[src/rtl/ufrsc_pkg.sv]
// Shared types and constants for the frame receiver with additive check.
// No dependencies; imported by every module of the block.
package ufrsc_pkg;

    localparam int BYTE_W      = 8;
    localparam int NUM_PAYLOAD = 5;

    // Start byte value after reset
    localparam logic [BYTE_W-1:0] START_BYTE_RESET = 8'hAA;

    // One accepted frame as it leaves the block
    typedef struct packed {
        logic [NUM_PAYLOAD-1:0][BYTE_W-1:0] payload;
        logic [BYTE_W-1:0]                  trailer;
    } frame_result_t;

endpackage

[src/rtl/uart_frame_receiver_sum_check_top.sv]
// Top level of the frame receiver with additive check.
// Depends on ufrsc_pkg, ufrsc_collector and ufrsc_out_reg.
//
// Usage:
//   s_valid/s_ready/s_rx_byte carry received bytes, one item per byte.
//   m_valid/m_ready carry one item per good frame: m_payload_0..4 and
//   m_trailer. cfg_we/cfg_wdata write the start byte (0xAA after reset).
//   While idle, bytes other than the start byte are discarded. The start
//   byte opens a frame of FRAME_BYTES bytes; a start byte inside a frame is
//   plain data. At frame end the sum of the payload bytes modulo 256 is
//   compared with the check byte; a good frame is presented on m_* in the
//   cycle after its last byte is taken, a bad frame is dropped.
//   Throughput: one byte per cycle while s_ready is high, set by the fill
//   count and running-sum update. A waiting result does not block input: only
//   the last byte of a frame is held off (s_ready low) while an earlier
//   result is still pending and m_ready is low.
//   Reset (aresetn low, synchronous) returns to idle, clears the running
//   sum and pending result and restores the start byte.
module uart_frame_receiver_sum_check_top
    import ufrsc_pkg::*;
#(
    parameter int FRAME_BYTES = 8,
    parameter int PAYLOAD_LEN = 5
) (
    input  logic              aclk,
    input  logic              aresetn,
    input  logic              cfg_we,
    input  logic [BYTE_W-1:0] cfg_wdata,
    input  logic              s_valid,
    output logic              s_ready,
    input  logic [BYTE_W-1:0] s_rx_byte,
    output logic              m_valid,
    input  logic              m_ready,
    output logic [BYTE_W-1:0] m_payload_0,
    output logic [BYTE_W-1:0] m_payload_1,
    output logic [BYTE_W-1:0] m_payload_2,
    output logic [BYTE_W-1:0] m_payload_3,
    output logic [BYTE_W-1:0] m_payload_4,
    output logic [BYTE_W-1:0] m_trailer
);

    logic          in_fire;
    logic          at_last;
    logic          res_valid;
    frame_result_t res;
    frame_result_t out_data;

    // Hold off only a frame-ending byte while the result slot is occupied and not being taken
    assign s_ready = !(at_last && m_valid && !m_ready);
    assign in_fire = s_valid && s_ready;

    ufrsc_collector #(
        .FRAME_BYTES (FRAME_BYTES),
        .PAYLOAD_LEN (PAYLOAD_LEN)
    ) u_collector (
        .aclk      (aclk),
        .aresetn   (aresetn),
        .cfg_we    (cfg_we),
        .cfg_wdata (cfg_wdata),
        .in_fire   (in_fire),
        .in_byte   (s_rx_byte),
        .at_last   (at_last),
        .res_valid (res_valid),
        .res       (res)
    );

    ufrsc_out_reg u_out_reg (
        .aclk      (aclk),
        .aresetn   (aresetn),
        .load      (res_valid),
        .load_data (res),
        .m_ready   (m_ready),
        .m_valid   (m_valid),
        .m_data    (out_data)
    );

    assign m_payload_0 = out_data.payload[0];
    assign m_payload_1 = out_data.payload[1];
    assign m_payload_2 = out_data.payload[2];
    assign m_payload_3 = out_data.payload[3];
    assign m_payload_4 = out_data.payload[4];
    assign m_trailer   = out_data.trailer;

endmodule

[src/rtl/ufrsc_collector.sv]
// Frame collector: start detection, fill count, frame storage, running sum
// and the check at frame end. Depends on ufrsc_pkg.
module ufrsc_collector
    import ufrsc_pkg::*;
#(
    parameter int FRAME_BYTES = 8,
    parameter int PAYLOAD_LEN = 5
) (
    input  logic                aclk,
    input  logic                aresetn,
    input  logic                cfg_we,
    input  logic [BYTE_W-1:0]   cfg_wdata,
    input  logic                in_fire,
    input  logic [BYTE_W-1:0]   in_byte,
    output logic                at_last,
    output logic                res_valid,
    output frame_result_t       res
);

    localparam int CNT_W     = $clog2(FRAME_BYTES);
    localparam int CHECK_POS = (PAYLOAD_LEN + 1 < FRAME_BYTES) ?
                               PAYLOAD_LEN + 1 : FRAME_BYTES - 1;
    localparam int SUM_LIMIT = (PAYLOAD_LEN < CHECK_POS - 1) ? PAYLOAD_LEN : CHECK_POS - 1;
    localparam logic [CNT_W-1:0] LAST_POS = CNT_W'(FRAME_BYTES - 1);
    localparam logic [CNT_W-1:0] SUM_LAST = CNT_W'(SUM_LIMIT);
    localparam logic [CNT_W-1:0] ONE      = CNT_W'(1);

    logic [BYTE_W-1:0] start_reg;
    logic [CNT_W-1:0]  fill_reg, fill_next;
    logic [BYTE_W-1:0] sum_reg, sum_next;
    logic [BYTE_W-1:0] store_reg [FRAME_BYTES];
    logic [BYTE_W-1:0] check_byte;

    assign at_last = (fill_reg == LAST_POS);

    // Hold the start byte register
    always_ff @(posedge aclk) begin
        if (!aresetn) begin
            start_reg <= START_BYTE_RESET;
        end else if (cfg_we) begin
            start_reg <= cfg_wdata;
        end
    end

    // Store each frame byte after the start byte at its position; the last byte is used directly
    always_ff @(posedge aclk) begin
        if (in_fire && fill_reg != '0 && !at_last) begin
            store_reg[fill_reg] <= in_byte;
        end
    end

    // Check byte: the incoming byte when it sits at the last position, else the stored byte at CHECK_POS
    generate
        if (CHECK_POS == FRAME_BYTES - 1) begin : g_check_last
            assign check_byte = in_byte;
        end else begin : g_check_store
            assign check_byte = store_reg[CHECK_POS];
        end
    endgenerate

    // Advance the fill count and the running sum, flag a matching frame
    always_comb begin
        fill_next = fill_reg;
        sum_next  = sum_reg;
        res_valid = 1'b0;
        if (in_fire) begin
            if (fill_reg == '0) begin
                if (in_byte == start_reg) begin
                    fill_next = ONE;
                    sum_next  = '0;
                end
            end else if (at_last) begin
                fill_next = '0;
                sum_next  = '0;
                res_valid = (sum_reg == check_byte);
            end else begin
                fill_next = fill_reg + ONE;
                if (fill_reg <= SUM_LAST) begin
                    sum_next = sum_reg + in_byte;
                end
            end
        end
    end

    always_ff @(posedge aclk) begin
        if (!aresetn) begin
            fill_reg <= '0;
            sum_reg  <= '0;
        end else begin
            fill_reg <= fill_next;
            sum_reg  <= sum_next;
        end
    end

    // Select payload fields; positions past the payload read as zero
    generate
        for (genvar j = 0; j < NUM_PAYLOAD; j++) begin : g_payload
            if (j < PAYLOAD_LEN && j + 1 == FRAME_BYTES - 1) begin : g_last
                assign res.payload[j] = in_byte;
            end else if (j < PAYLOAD_LEN && j + 1 < FRAME_BYTES - 1) begin : g_stored
                assign res.payload[j] = store_reg[j + 1];
            end else begin : g_zero
                assign res.payload[j] = '0;
            end
        end
    endgenerate

    assign res.trailer = in_byte;

endmodule

[src/rtl/ufrsc_out_reg.sv]
// Result register: holds one finished frame until the consumer takes it.
// Depends on ufrsc_pkg.
module ufrsc_out_reg
    import ufrsc_pkg::*;
(
    input  logic          aclk,
    input  logic          aresetn,
    input  logic          load,
    input  frame_result_t load_data,
    input  logic          m_ready,
    output logic          m_valid,
    output frame_result_t m_data
);

    logic          valid_reg;
    frame_result_t data_reg;

    // Load a new item or drop the one just taken
    always_ff @(posedge aclk) begin
        if (!aresetn) begin
            valid_reg <= 1'b0;
        end else if (load) begin
            valid_reg <= 1'b1;
        end else if (m_ready) begin
            valid_reg <= 1'b0;
        end
    end

    always_ff @(posedge aclk) begin
        if (load) begin
            data_reg <= load_data;
        end
    end

    assign m_valid = valid_reg;
    assign m_data  = data_reg;

endmodule

[config.mk]
export PLATFORM = sky130hd
export DESIGN_NAME = uart_frame_receiver_sum_check_top
export DESIGN_NICKNAME = d
export VERILOG_FILES = /design/src/rtl/ufrsc_pkg.sv /design/src/rtl/uart_frame_receiver_sum_check_top.sv /design/src/rtl/ufrsc_collector.sv /design/src/rtl/ufrsc_out_reg.sv
export SDC_FILE = /design/constraint.sdc
export NUM_CORES = 1
export LEC_CHECK = 0
export ABC_AREA = 0
export ABC_CLOCK_PERIOD_IN_PS = 8700
export CORE_MARGIN = 2
export CORE_UTILIZATION = 55
export DETAILED_ROUTE_END_ITERATION = 12
export DONT_BUFFER_PORTS = 1
export PLACE_DENSITY = 0.75
export SLEW_MARGIN = 10
export SYNTH_ARGS = -nofsm -noshare
export SYNTH_HDL_FRONTEND = slang
export SYNTH_SLANG_ARGS = --single-unit
export TNS_END_PERCENT = 20
[constraint.sdc]
create_clock -name aclk -period 8.7 [get_ports aclk]
set_input_delay 1.74 -clock aclk [delete_from_list [all_inputs] [get_ports aclk]]
set_output_delay 1.74 -clock aclk [all_outputs]
set_load 0.01 [all_outputs]
==> results of run 1 <==
## stage by stage
stage	cell area, um2	total power [mW]	util [%]	setup WS (ns)	std cells
after global routing	4908	1.299	66.96	4.801	380
after detailed placement	4342	0.6272	59.23	4.820	348
final	4908	1.261	66.96	4.820	380
after floorplan	4202	0.6258	-	1.299	249
after global placement	4342	0.6270	59.23	4.812	348
after CTS	4903	1.271	66.89	4.823	380
## cell type report
class                   count  share of cell area [%]
well taps                  99                   2.524
repair buffers              3                  0.4588
flip-flops and latches    116                   66.89
inverters                   5                  0.3824
multi-input cells         125                   18.30
clock buffers              17                   8.437
clock inverters            15                   3.008
## worst reg2reg max path: stages, from the launching register on
cell and delay, ns:
dfxtp_1 0.46, inv_1 0.16, ha_1 0.25, nor2b_1 0.17
nor2_1 0.34, nand2_1 0.16, nor4_2 0.86
## logic make-up after synthesis
logic type	synth area share [%]
muxes	1.906
xor gates and xnor gates	4.378
and+or+nand+nor	6.998
DFF	78.14
AOI/OAI and AO/OA	4.229
adders and majority gates	3.454
buffers and inverters	0.8935
## cell usage in the layout, fill, tap and decap left out, types with 4 or more instances in the layout
cell type / instances
a21oi_1: 9
clkbuf_16: 16
inv_6: 5
mux2i_1: 8
or3_1: 6
nor2_1: 13
edfxtp_1: 96
nand3_1: 4
dfxtp_1: 20
inv_1: 5
xnor2_1: 19
nand2_1: 17
ha_1: 10
nand4_1: 4
clkinv_4: 4
## path summary, 6_finish.rpt
path         cells after the start  slack, ns                                  start                                     to
min                              0       0.41  u_collector.store_reg[4][2]$_DFFE_PP_               m_payload_3[2]$_DFFE_PP_
max                              2       4.82                                m_ready                                s_ready
max reg2reg                      6       5.92   u_collector.fill_reg[1]$_SDFFE_PN0P_  u_collector.store_reg[2][3]$_DFFE_PP_
min reg2reg                      0       0.41  u_collector.store_reg[4][2]$_DFFE_PP_               m_payload_3[2]$_DFFE_PP_
## cells in the mapped netlist, types with 3 or more instances
master     n  share of area [%]
edfxtp_1  96                 69
dfxtp_1   20                9.5
xnor2_1   19                4.0
nand2_1   17                1.5
nor2_1    13                1.2
ha_1      10                3.0
a21oi_1    9                1.1
mux2i_1    8                1.9
or3_1      6               0.89
inv_1      5               0.45
nand3_1    4               0.48
nand4_1    4               0.60
nor3_1     4               0.48
a21o_1     3               0.54
nand3b_1   3               0.54
## per-layer routing
| metal | share of wire, % | GRT usage (%) |
|---|---|---|
| met4 | 0.79 | 5.934 |
| met3 | 4.3 | 7.635 |
| met5 | 0 | 0 |
| met1 | 45 | 25.86 |
| met2 | 50 | 31.50 |
## power by group through the flow
stage	registers, mW	logic, mW	clock network [mW]
6_report	0.601	0.0143	0.645
5_1_grt	0.601	0.0163	0.681
4_1_cts	0.601	0.0143	0.656
3_5_place_dp	0.613	0.0142	0
3_3_place_gp	0.613	0.0141	0
2_1_floorplan	0.613	0.0132	0
==> impl_metrics.csv, run 1 <==
group,metric,value,unit
final_layout,regArea,3283,um2
timing,period_needed,3.880,ns
power,internal-power,0.9927,mW
worst_setup_path,required,6.96,ns
logic_synthesis,synth-seq-cells,116,
job,maxCapViolCount,0,
outcome,status,"complete, no violations",
clock_network,numCtsBuffers,17,
floorplan,dieArea,8354,um2
placement,hpwlAfterDp,4.648,mm
final_layout,largest_register_ffs,48,
final_layout,fin_nets,300,
worst_setup_path,path_cells,"nor2b_1, nand2_1",
logic_synthesis,async_reset_ff_share,0,%
placement,gp_congestion,0.8984,
timing,grt_setup_unrepaired,"no",
clock_network,cts_max_level,4,
worst_setup_path,cp-start-kind,"input port",
timing,hold_violations,0,
detailed_routing,antenna_left,0,
hold_path,hold_path_class,"reg2reg",
power,pwr-share-clk,51.2,%
logic_synthesis,seq_area_frac_synth,78.14,%
worst_setup_path,critical_path_arrival,2.14,ns
timing,skew,0.009704,ns
timing,fmax,257.7,MHz
logic_synthesis,ys_types,36,
power,p_per_area,256.8,nW/um2
clock_network,cts_tree,"done",
worst_setup_path,critical_path_class,"in2out",
clock_network,postCtsSetupRepairBufs,0,
grt,grt_usage,19.97,%
detailed_routing,drt_wl_total,7.747,mm
detailed_routing,drt_iter0_drc,180,
worst_setup_path,cpPeakStageDelay,0.22,ns
grt,grt_pass1_wl,12.14,mm
final_layout,antenna_cells,0,
logic_synthesis,synth_edf_count,96,
power,p_seq_share,47.7,%
floorplan,die_h,91.40,um
timing,tns,0,ns
clock_network,clk_latency,0.50,ns
timing,min_period_over_period,44.60,%
floorplan,start_util,57.31,%
logic_synthesis,synth_warnings,0,
power,p_sw,0.2681,mW
detailed_routing,post_drt_wl_per_cell,20.39,um
grt,grt_start_max_net_pins,50,
worst_setup_path,path_delay_family,"simple AND/OR/NAND/NOR gates",
placement,numPortBuffers,0,
clock_network,postCtsHoldBufs,0,
power,p_comb_share,1.1,%
timing,timing.hold.ws,0.4079,ns
final_layout,area.growth.synth_to_final,16.83,%
grt,grt_pass1_vias,2173,
final_layout,multi_input_area,898.4,um2
power,vdd_drop_max,134.9,uV
clock_network,clk_path_buf_depth,2,
floorplan,fp-row-count,31,
timing,slew_headroom,24.41,%
logic_synthesis,syn_nets,281,
power,swShare,21.26,%
grt,grt-ovfl-total,0,
final_layout,drive_above_1_share,15.30,%
clock_network,clock-root-buffer,"clkbuf_8",
worst_setup_path,cpMaxStageDelayCell,"nand2_1",
final_layout,nFillCells,475,
worst_setup_path,endpoint_kind,"output pin",
floorplan,core_region_area,7331,um2
power,p_leak,1.653,nW
logic_synthesis,synthCells,249,
detailed_routing,vias,2131,
detailed_routing,drtPass1Iterations,5,
worst_setup_path,crit_buf_inv,0,
grt,antenna_found_initial,0,
timing,setup_viol,0,
logic_synthesis,synthFlopType,"edfxtp_1",
floorplan,io-pin-count,71,
detailed_routing,viasPerCell,5.608,
timing,tightest_slew,1.124,ns
clock_network,cts_sinks,116,
worst_setup_path,cp_max_fo,4,
clock_network,cts.clk_slew.worst_paths,0.06,ns
floorplan,die_x,91.40,um
logic_synthesis,synth_area_per_cell,16.87,um2
timing,slew_viol_final,0,
detailed_routing,drc,0,
logic_synthesis,synth_area,4202,um2
clock_network,cts_resized,0,
(Power assumes the default switching activity.)
==> run 2: changes to the inputs <==
Settings changed: ABC_CLOCK_PERIOD_IN_PS 8700 to 3520, PLACE_DENSITY 0.75 to 0.78.
Clock period 8.7 ns to 3.52 ns, I/O delays scaled along.
==> impl_metrics.csv, run 2 (synthesized netlist as in run 1, its figures left out) <==
group,metric,value,unit
detailed_routing,drt_iter0_drc,188,
grt,grt_pass1_wl,12.87,mm
placement,place_area,4365,um2
outcome,status,"complete, no violations",
placement,numPortBuffers,0,
grt,grt_pass1_vias,2203,
timing,tightest_slew,1.086,ns
placement,gp_congestion,0.9268,
detailed_routing,drt_wl_total,8.277,mm
timing,grt_setup_unrepaired,"no",
clock_network,clk_path_buf_depth,2,
final_layout,finalInstanceArea,4959,um2
hold_path,min_from,"aresetn",
worst_setup_path,rr_endpoint,"u_collector.store_reg[3][5]$_DFFE_PP_",
clock_network,cts_max_level,4,
clock_network,postCtsHoldBufs,0,
timing,slew_viol_final,0,
final_layout,final_cell_mix,"96 x edfxtp_1, 20 x dfxtp_1, 19 x xnor2_1, 17 x nand2_1, 16 x clkbuf_16",
clock_network,clk_latency,0.51,ns
placement,hpwlAfterDp,4.869,mm
timing,tns,0,ns
clock_network,clock-root-buffer,"clkbuf_8",
worst_setup_path,reg2reg_from,"u_collector.fill_reg[0]$_SDFFE_PN0P_",
worst_setup_path,critical_path_arrival,2.83,ns
floorplan,fp-row-count,31,
worst_setup_path,crit_buf_inv,1,
final_layout,area.growth.synth_to_final,18.02,%
power,p_leak,1.688,nW
final_layout,fin_cells,382,
placement,numPlacedInstances,350,
final_layout,final_util,67.64,%
detailed_routing,antenna_left,0,
power,vdd_drop_max,326.2,uV
timing,setup_viol,0,
timing,skew,0.009499,ns
floorplan,dieArea,8354,um2
worst_setup_path,r2r_slack,0.82,ns
timing,hold_violations,0,
timing,fmax,370.1,MHz
floorplan,io-pin-count,71,
worst_setup_path,cp-start-kind,"flip-flop",
worst_setup_path,cp.depth,7,
worst_setup_path,cpMaxStageDelayCell,"nor2_1",
clock_network,cts.clk_slew.worst_paths,0.06,ns
timing,period_needed,2.702,ns
grt,grt_start_max_net_pins,39,
final_layout,drive_above_1_share,14.84,%
floorplan,die_h,91.40,um
detailed_routing,post_drt_wl_per_cell,21.67,um
worst_setup_path,endpoint,"u_collector.store_reg[3][5]$_DFFE_PP_",
worst_setup_path,cpPeakStageDelay,0.55,ns
worst_setup_path,critical_path_class,"reg2reg",
floorplan,core_region_area,7331,um2
worst_setup_path,path_delay_family,"simple AND/OR/NAND/NOR gates",
worst_setup_path,cp_max_fo,8,
worst_setup_path,crit_top_cell,"nor2_1",
final_layout,largest_register_ffs,48,
grt,antenna_found_initial,0,
floorplan,die_x,91.40,um
detailed_routing,drc,0,
final_layout,final_common_cell,"edfxtp_1",
power,p_per_area,652.0,nW/um2
timing,slew_headroom,27.03,%
worst_setup_path,required,3.65,ns
clock_network,cts_resized,0,
detailed_routing,drtPass1Iterations,4,
worst_setup_path,crit_start,"u_collector.fill_reg[0]$_SDFFE_PN0P_",
floorplan,start_util,57.31,%
timing,min_period_over_period,76.76,%
grt,grt-ovfl-total,0,
clock_network,numCtsBuffers,17,
detailed_routing,viasPerCell,5.678,
worst_setup_path,endpoint_kind,"flip-flop",
clock_network,postCtsSetupRepairBufs,0,
detailed_routing,vias,2169,
grt,grt_usage,21.66,%
job,maxCapViolCount,0,
worst_setup_path,reg2regPathDepth,7,
clock_network,cts_sinks,116,
hold_path,hold_path_class,"in2reg",
final_layout,fin_nets,302,
final_layout,antenna_cells,0,
worst_setup_path,path_cells,"inv_1, ha_1, nor2b_1, nor2_1, nand2_1, or3_1, nor2_1",
clock_network,cts_tree,"done",
run 2: area by class of cell:
class	count	area (um2)
tap	99	123.9
inverter	5	18.77
multi-input combinational	125	902.1
fill	450	2372
clock inverter	15	178.9
clock buffer	17	414.1
sequential	116	3283
timing repair buffer	5	37.54
run 2: worst register-to-register path, cell delays in order, from the launching register on:
cell     delay, ns
dfxtp_1       0.44
inv_1         0.14
ha_1          0.24
nor2b_1       0.17
nor2_1        0.29
nand2_1       0.13
or3_1         0.36
nor2_1        0.55
run 2: how the worst min path moves through the flow:
stage / end / slack, ns / depth (start not counted)
after floorplan: m_payload_0[0]$_DFFE_PP_ / 0.40 / 0
after global placement: m_payload_4[0]$_DFFE_PP_ / 0.40 / 0
after detailed placement: m_payload_3[5]$_DFFE_PP_ / 0.40 / 0
after CTS: u_collector.start_reg[7]$_SDFFE_PN1P_ / 0.24 / 1
after global routing: u_collector.start_reg[3]$_SDFFE_PN1P_ / 0.24 / 1
final: u_collector.start_reg[7]$_SDFFE_PN1P_ / 0.26 / 1
run 2: layer usage:
| metal | global-route usage (%) | vias up | wire, um | part of all wire [%] |
|---|---|---|---|---|
| li1 | - | 987 | - | - |
| met1 | 26.93 | 1080 | 3353 | 41 |
| met2 | 35.17 | 94 | 4183 | 51 |
| met3 | 8.797 | 8 | 662 | 8.0 |
| met4 | 6.061 | 0 | 78 | 0.94 |
| met5 | 0 | - | 0 | 0 |
run 2: where the power goes:
group / switching, mW / internal (mW)
registers: 0.00445 / 1.48
clock network: 0.626 / 1.08
logic: 0.0181 / 0.0186
total: 0.648 / 2.58
run 2: through the flow:
step	worst slack, ns	hold slack (ns)	total power [mW]
2_1_floorplan	0.2882	0.4003	1.547
3_3_place_gp	1.051	0.4016	1.550
3_5_place_dp	0.9024	0.4045	1.551
4_1_cts	0.8368	0.2443	3.261
5_1_grt	0.5947	0.2408	3.329
6_report	0.8182	0.2622	3.233
==> run 3: changes to the inputs <==
Settings changed: ABC_CLOCK_PERIOD_IN_PS 3520 to 2400.
Clock period 3.52 ns to 2.4 ns, I/O delays scaled along.
==> impl_metrics.csv, run 3 (synthesized netlist as in run 1, its figures left out) <==
group,metric,value,unit
detailed_routing,vias,2155,
detailed_routing,antenna_left,0,
floorplan,start_util,57.31,%
clock_network,cts_max_level,4,
power,internal-power,3.767,mW
final_layout,fin_nets,305,
timing,slew_viol_final,0,
grt,antenna_found_initial,0,
grt,grt_pass1_wl,12.38,mm
placement,numPortBuffers,0,
floorplan,io-pin-count,71,
power,p_comb_share,1.2,%
clock_network,clk_latency,0.49,ns
detailed_routing,drt-met1-wl,3.370,mm
clock_network,cts.clk_slew.worst_paths,0.06,ns
detailed_routing,drtPass1Iterations,4,
power,pwr-share-clk,52.0,%
placement,numPlacedInstances,353,
power,p_leak,1.708,nW
placement,pre_cts_slack,0.1316,ns
timing,grt_setup_unrepaired,"no",
final_layout,antenna_cells,0,
floorplan,dieArea,8354,um2
detailed_routing,drt_iter0_drc,226,
clock_network,postCtsSetupRepairBufs,0,
clock_network,clock-root-buffer,"clkbuf_8",
power,p_sw,0.8869,mW
worst_setup_path,cp-start-kind,"flip-flop",
floorplan,core_region_area,7331,um2
detailed_routing,met3_length,478,um
clock_network,numCtsBuffers,17,
final_layout,final_common_cell,"edfxtp_1",
floorplan,fp-row-count,31,
final_layout,drive_above_1_share,19.65,%
detailed_routing,drc,0,
final_layout,final_cell_mix,"96 x edfxtp_1, 19 x xnor2_1, 18 x dfxtp_1, 16 x clkbuf_16, 15 x nand2_1",
detailed_routing,post_drt_wl_per_cell,20.74,um
detailed_routing,wl_met2,3.985,mm
worst_setup_path,endpoint_kind,"flip-flop",
timing,slew_headroom,57.11,%
grt,grt_start_max_net_pins,49,
outcome,status,"complete, no violations",
clock_network,cts_tree,"done",
grt,grt_pass1_vias,2158,
timing,min_period_over_period,91.10,%
final_layout,area.growth.synth_to_final,19.80,%
floorplan,die_h,91.40,um
job,maxCapViolCount,0,
worst_setup_path,required,2.61,ns
power,p_per_area,924.5,nW/um2
timing,setup_viol,0,
final_layout,largest_register_ffs,48,
detailed_routing,drt_wl_total,7.966,mm
timing,skew,0.008263,ns
final_layout,fin_cells,384,
power,vdd_drop_max,575.1,uV
power,power,4.654,mW
placement,gp_congestion,0.8066,
power,p_seq_share,46.8,%
clock_network,clk_path_buf_depth,2,
worst_setup_path,critical_path_arrival,2.40,ns
worst_setup_path,critical_path_class,"reg2reg",
placement,hpwlAfterDp,4.968,mm
timing,period_needed,2.186,ns
power,swShare,19.06,%
timing,tightest_slew,0.6433,ns
detailed_routing,viasPerCell,5.612,
grt,grt-ovfl-total,0,
detailed_routing,dr.max_layer_used,"met4",
floorplan,die_x,91.40,um
hold_path,hold_path_class,"in2reg",
worst_setup_path,cp_max_fo,6,
timing,hold_violations,0,
timing,fmax,457.4,MHz
timing,timing.hold.ws,0.04422,ns
timing,finalWorstSetupSlack,0.2136,ns
clock_network,cts_sinks,116,
grt,grt_usage,20.44,%
run 3: cell types whose count changed in the layout (fill, tap and decap cells not counted), moves of 2 or more:
cell / change
nand2_1: -2
clkinv_2: +3
buf_4: +2
dfxtp_4: +2
inv_2: +2
ha_1: -3
dfxtp_1: -2
nand2_4: +2
inv_1: -2
inv_6: -3
clkinvlp_4: +2
clkinv_4: -2
ha_4: +2
run 3: metal layers:
metal | up-vias | global-route usage, %
li1 | 990 | -
met1 | 1055 | 24.60
met4 | 0 | 6.439
met5 | - | 0
met2 | 96 | 33.95
met3 | 14 | 7.967
run 3: cell type report:
class	count	area (um2)
flip-flops and latches	116	3291
fillers	443	2297
multi-input cells	125	952.2
clock buffers	17	414.1
clock inverters	14	161.4
well taps	99	123.9
repair buffers	8	72.57
inverters	5	18.77
run 3: power by group through the flow:
stage	sequential, mW	combinational, mW	clock, mW
finish	2.18	0.0550	2.42
global route	2.18	0.0608	2.54
CTS	2.18	0.0552	2.46
detailed placement	2.22	0.0540	0
global placement	2.22	0.0530	0
floorplan	2.22	0.0491	0
run 3: path summary, 6_finish.rpt:
check / startpoint / end / slack, ns / depth (start not counted)
setup / recovery: u_collector.fill_reg[0]$_SDFFE_PN0P_ / u_collector.store_reg[1][6]$_DFFE_PP_ / 0.21 / 8
hold / removal: aresetn / u_collector.start_reg[5]$_SDFFE_PN1P_ / 0.04 / 1
setup reg to reg: u_collector.fill_reg[0]$_SDFFE_PN0P_ / u_collector.store_reg[1][6]$_DFFE_PP_ / 0.21 / 8
hold reg to reg: u_collector.store_reg[5][7]$_DFFE_PP_ / m_payload_4[7]$_DFFE_PP_ / 0.42 / 0
run 3: critical path, stage by stage (launching register included):
cell     delay, ns
dfxtp_4       0.40
inv_2         0.07
ha_2          0.20
nor2b_1       0.17
nor2_2        0.23
nand2_1       0.12
or3_1         0.35
nor2_1        0.18
buf_4         0.18
run 3: per-stage QoR:
stage                     cell area, um2  setup TNS (ns)  utilization [%]
final                               5034               0            68.66
after global routing                5034               0            68.66
after CTS                           5031               0            68.63
after detailed placement            4456               0            60.78
after global placement              4456               0            60.78
after floorplan                     4272          -21.85                -
run 3: what timing repair did:
action,4_1_cts,5_1_grt
resized for setup,0,1
endpoints found under the hold margin,0,0
endpoints found under the setup margin,0,6
hold buffers,0,0
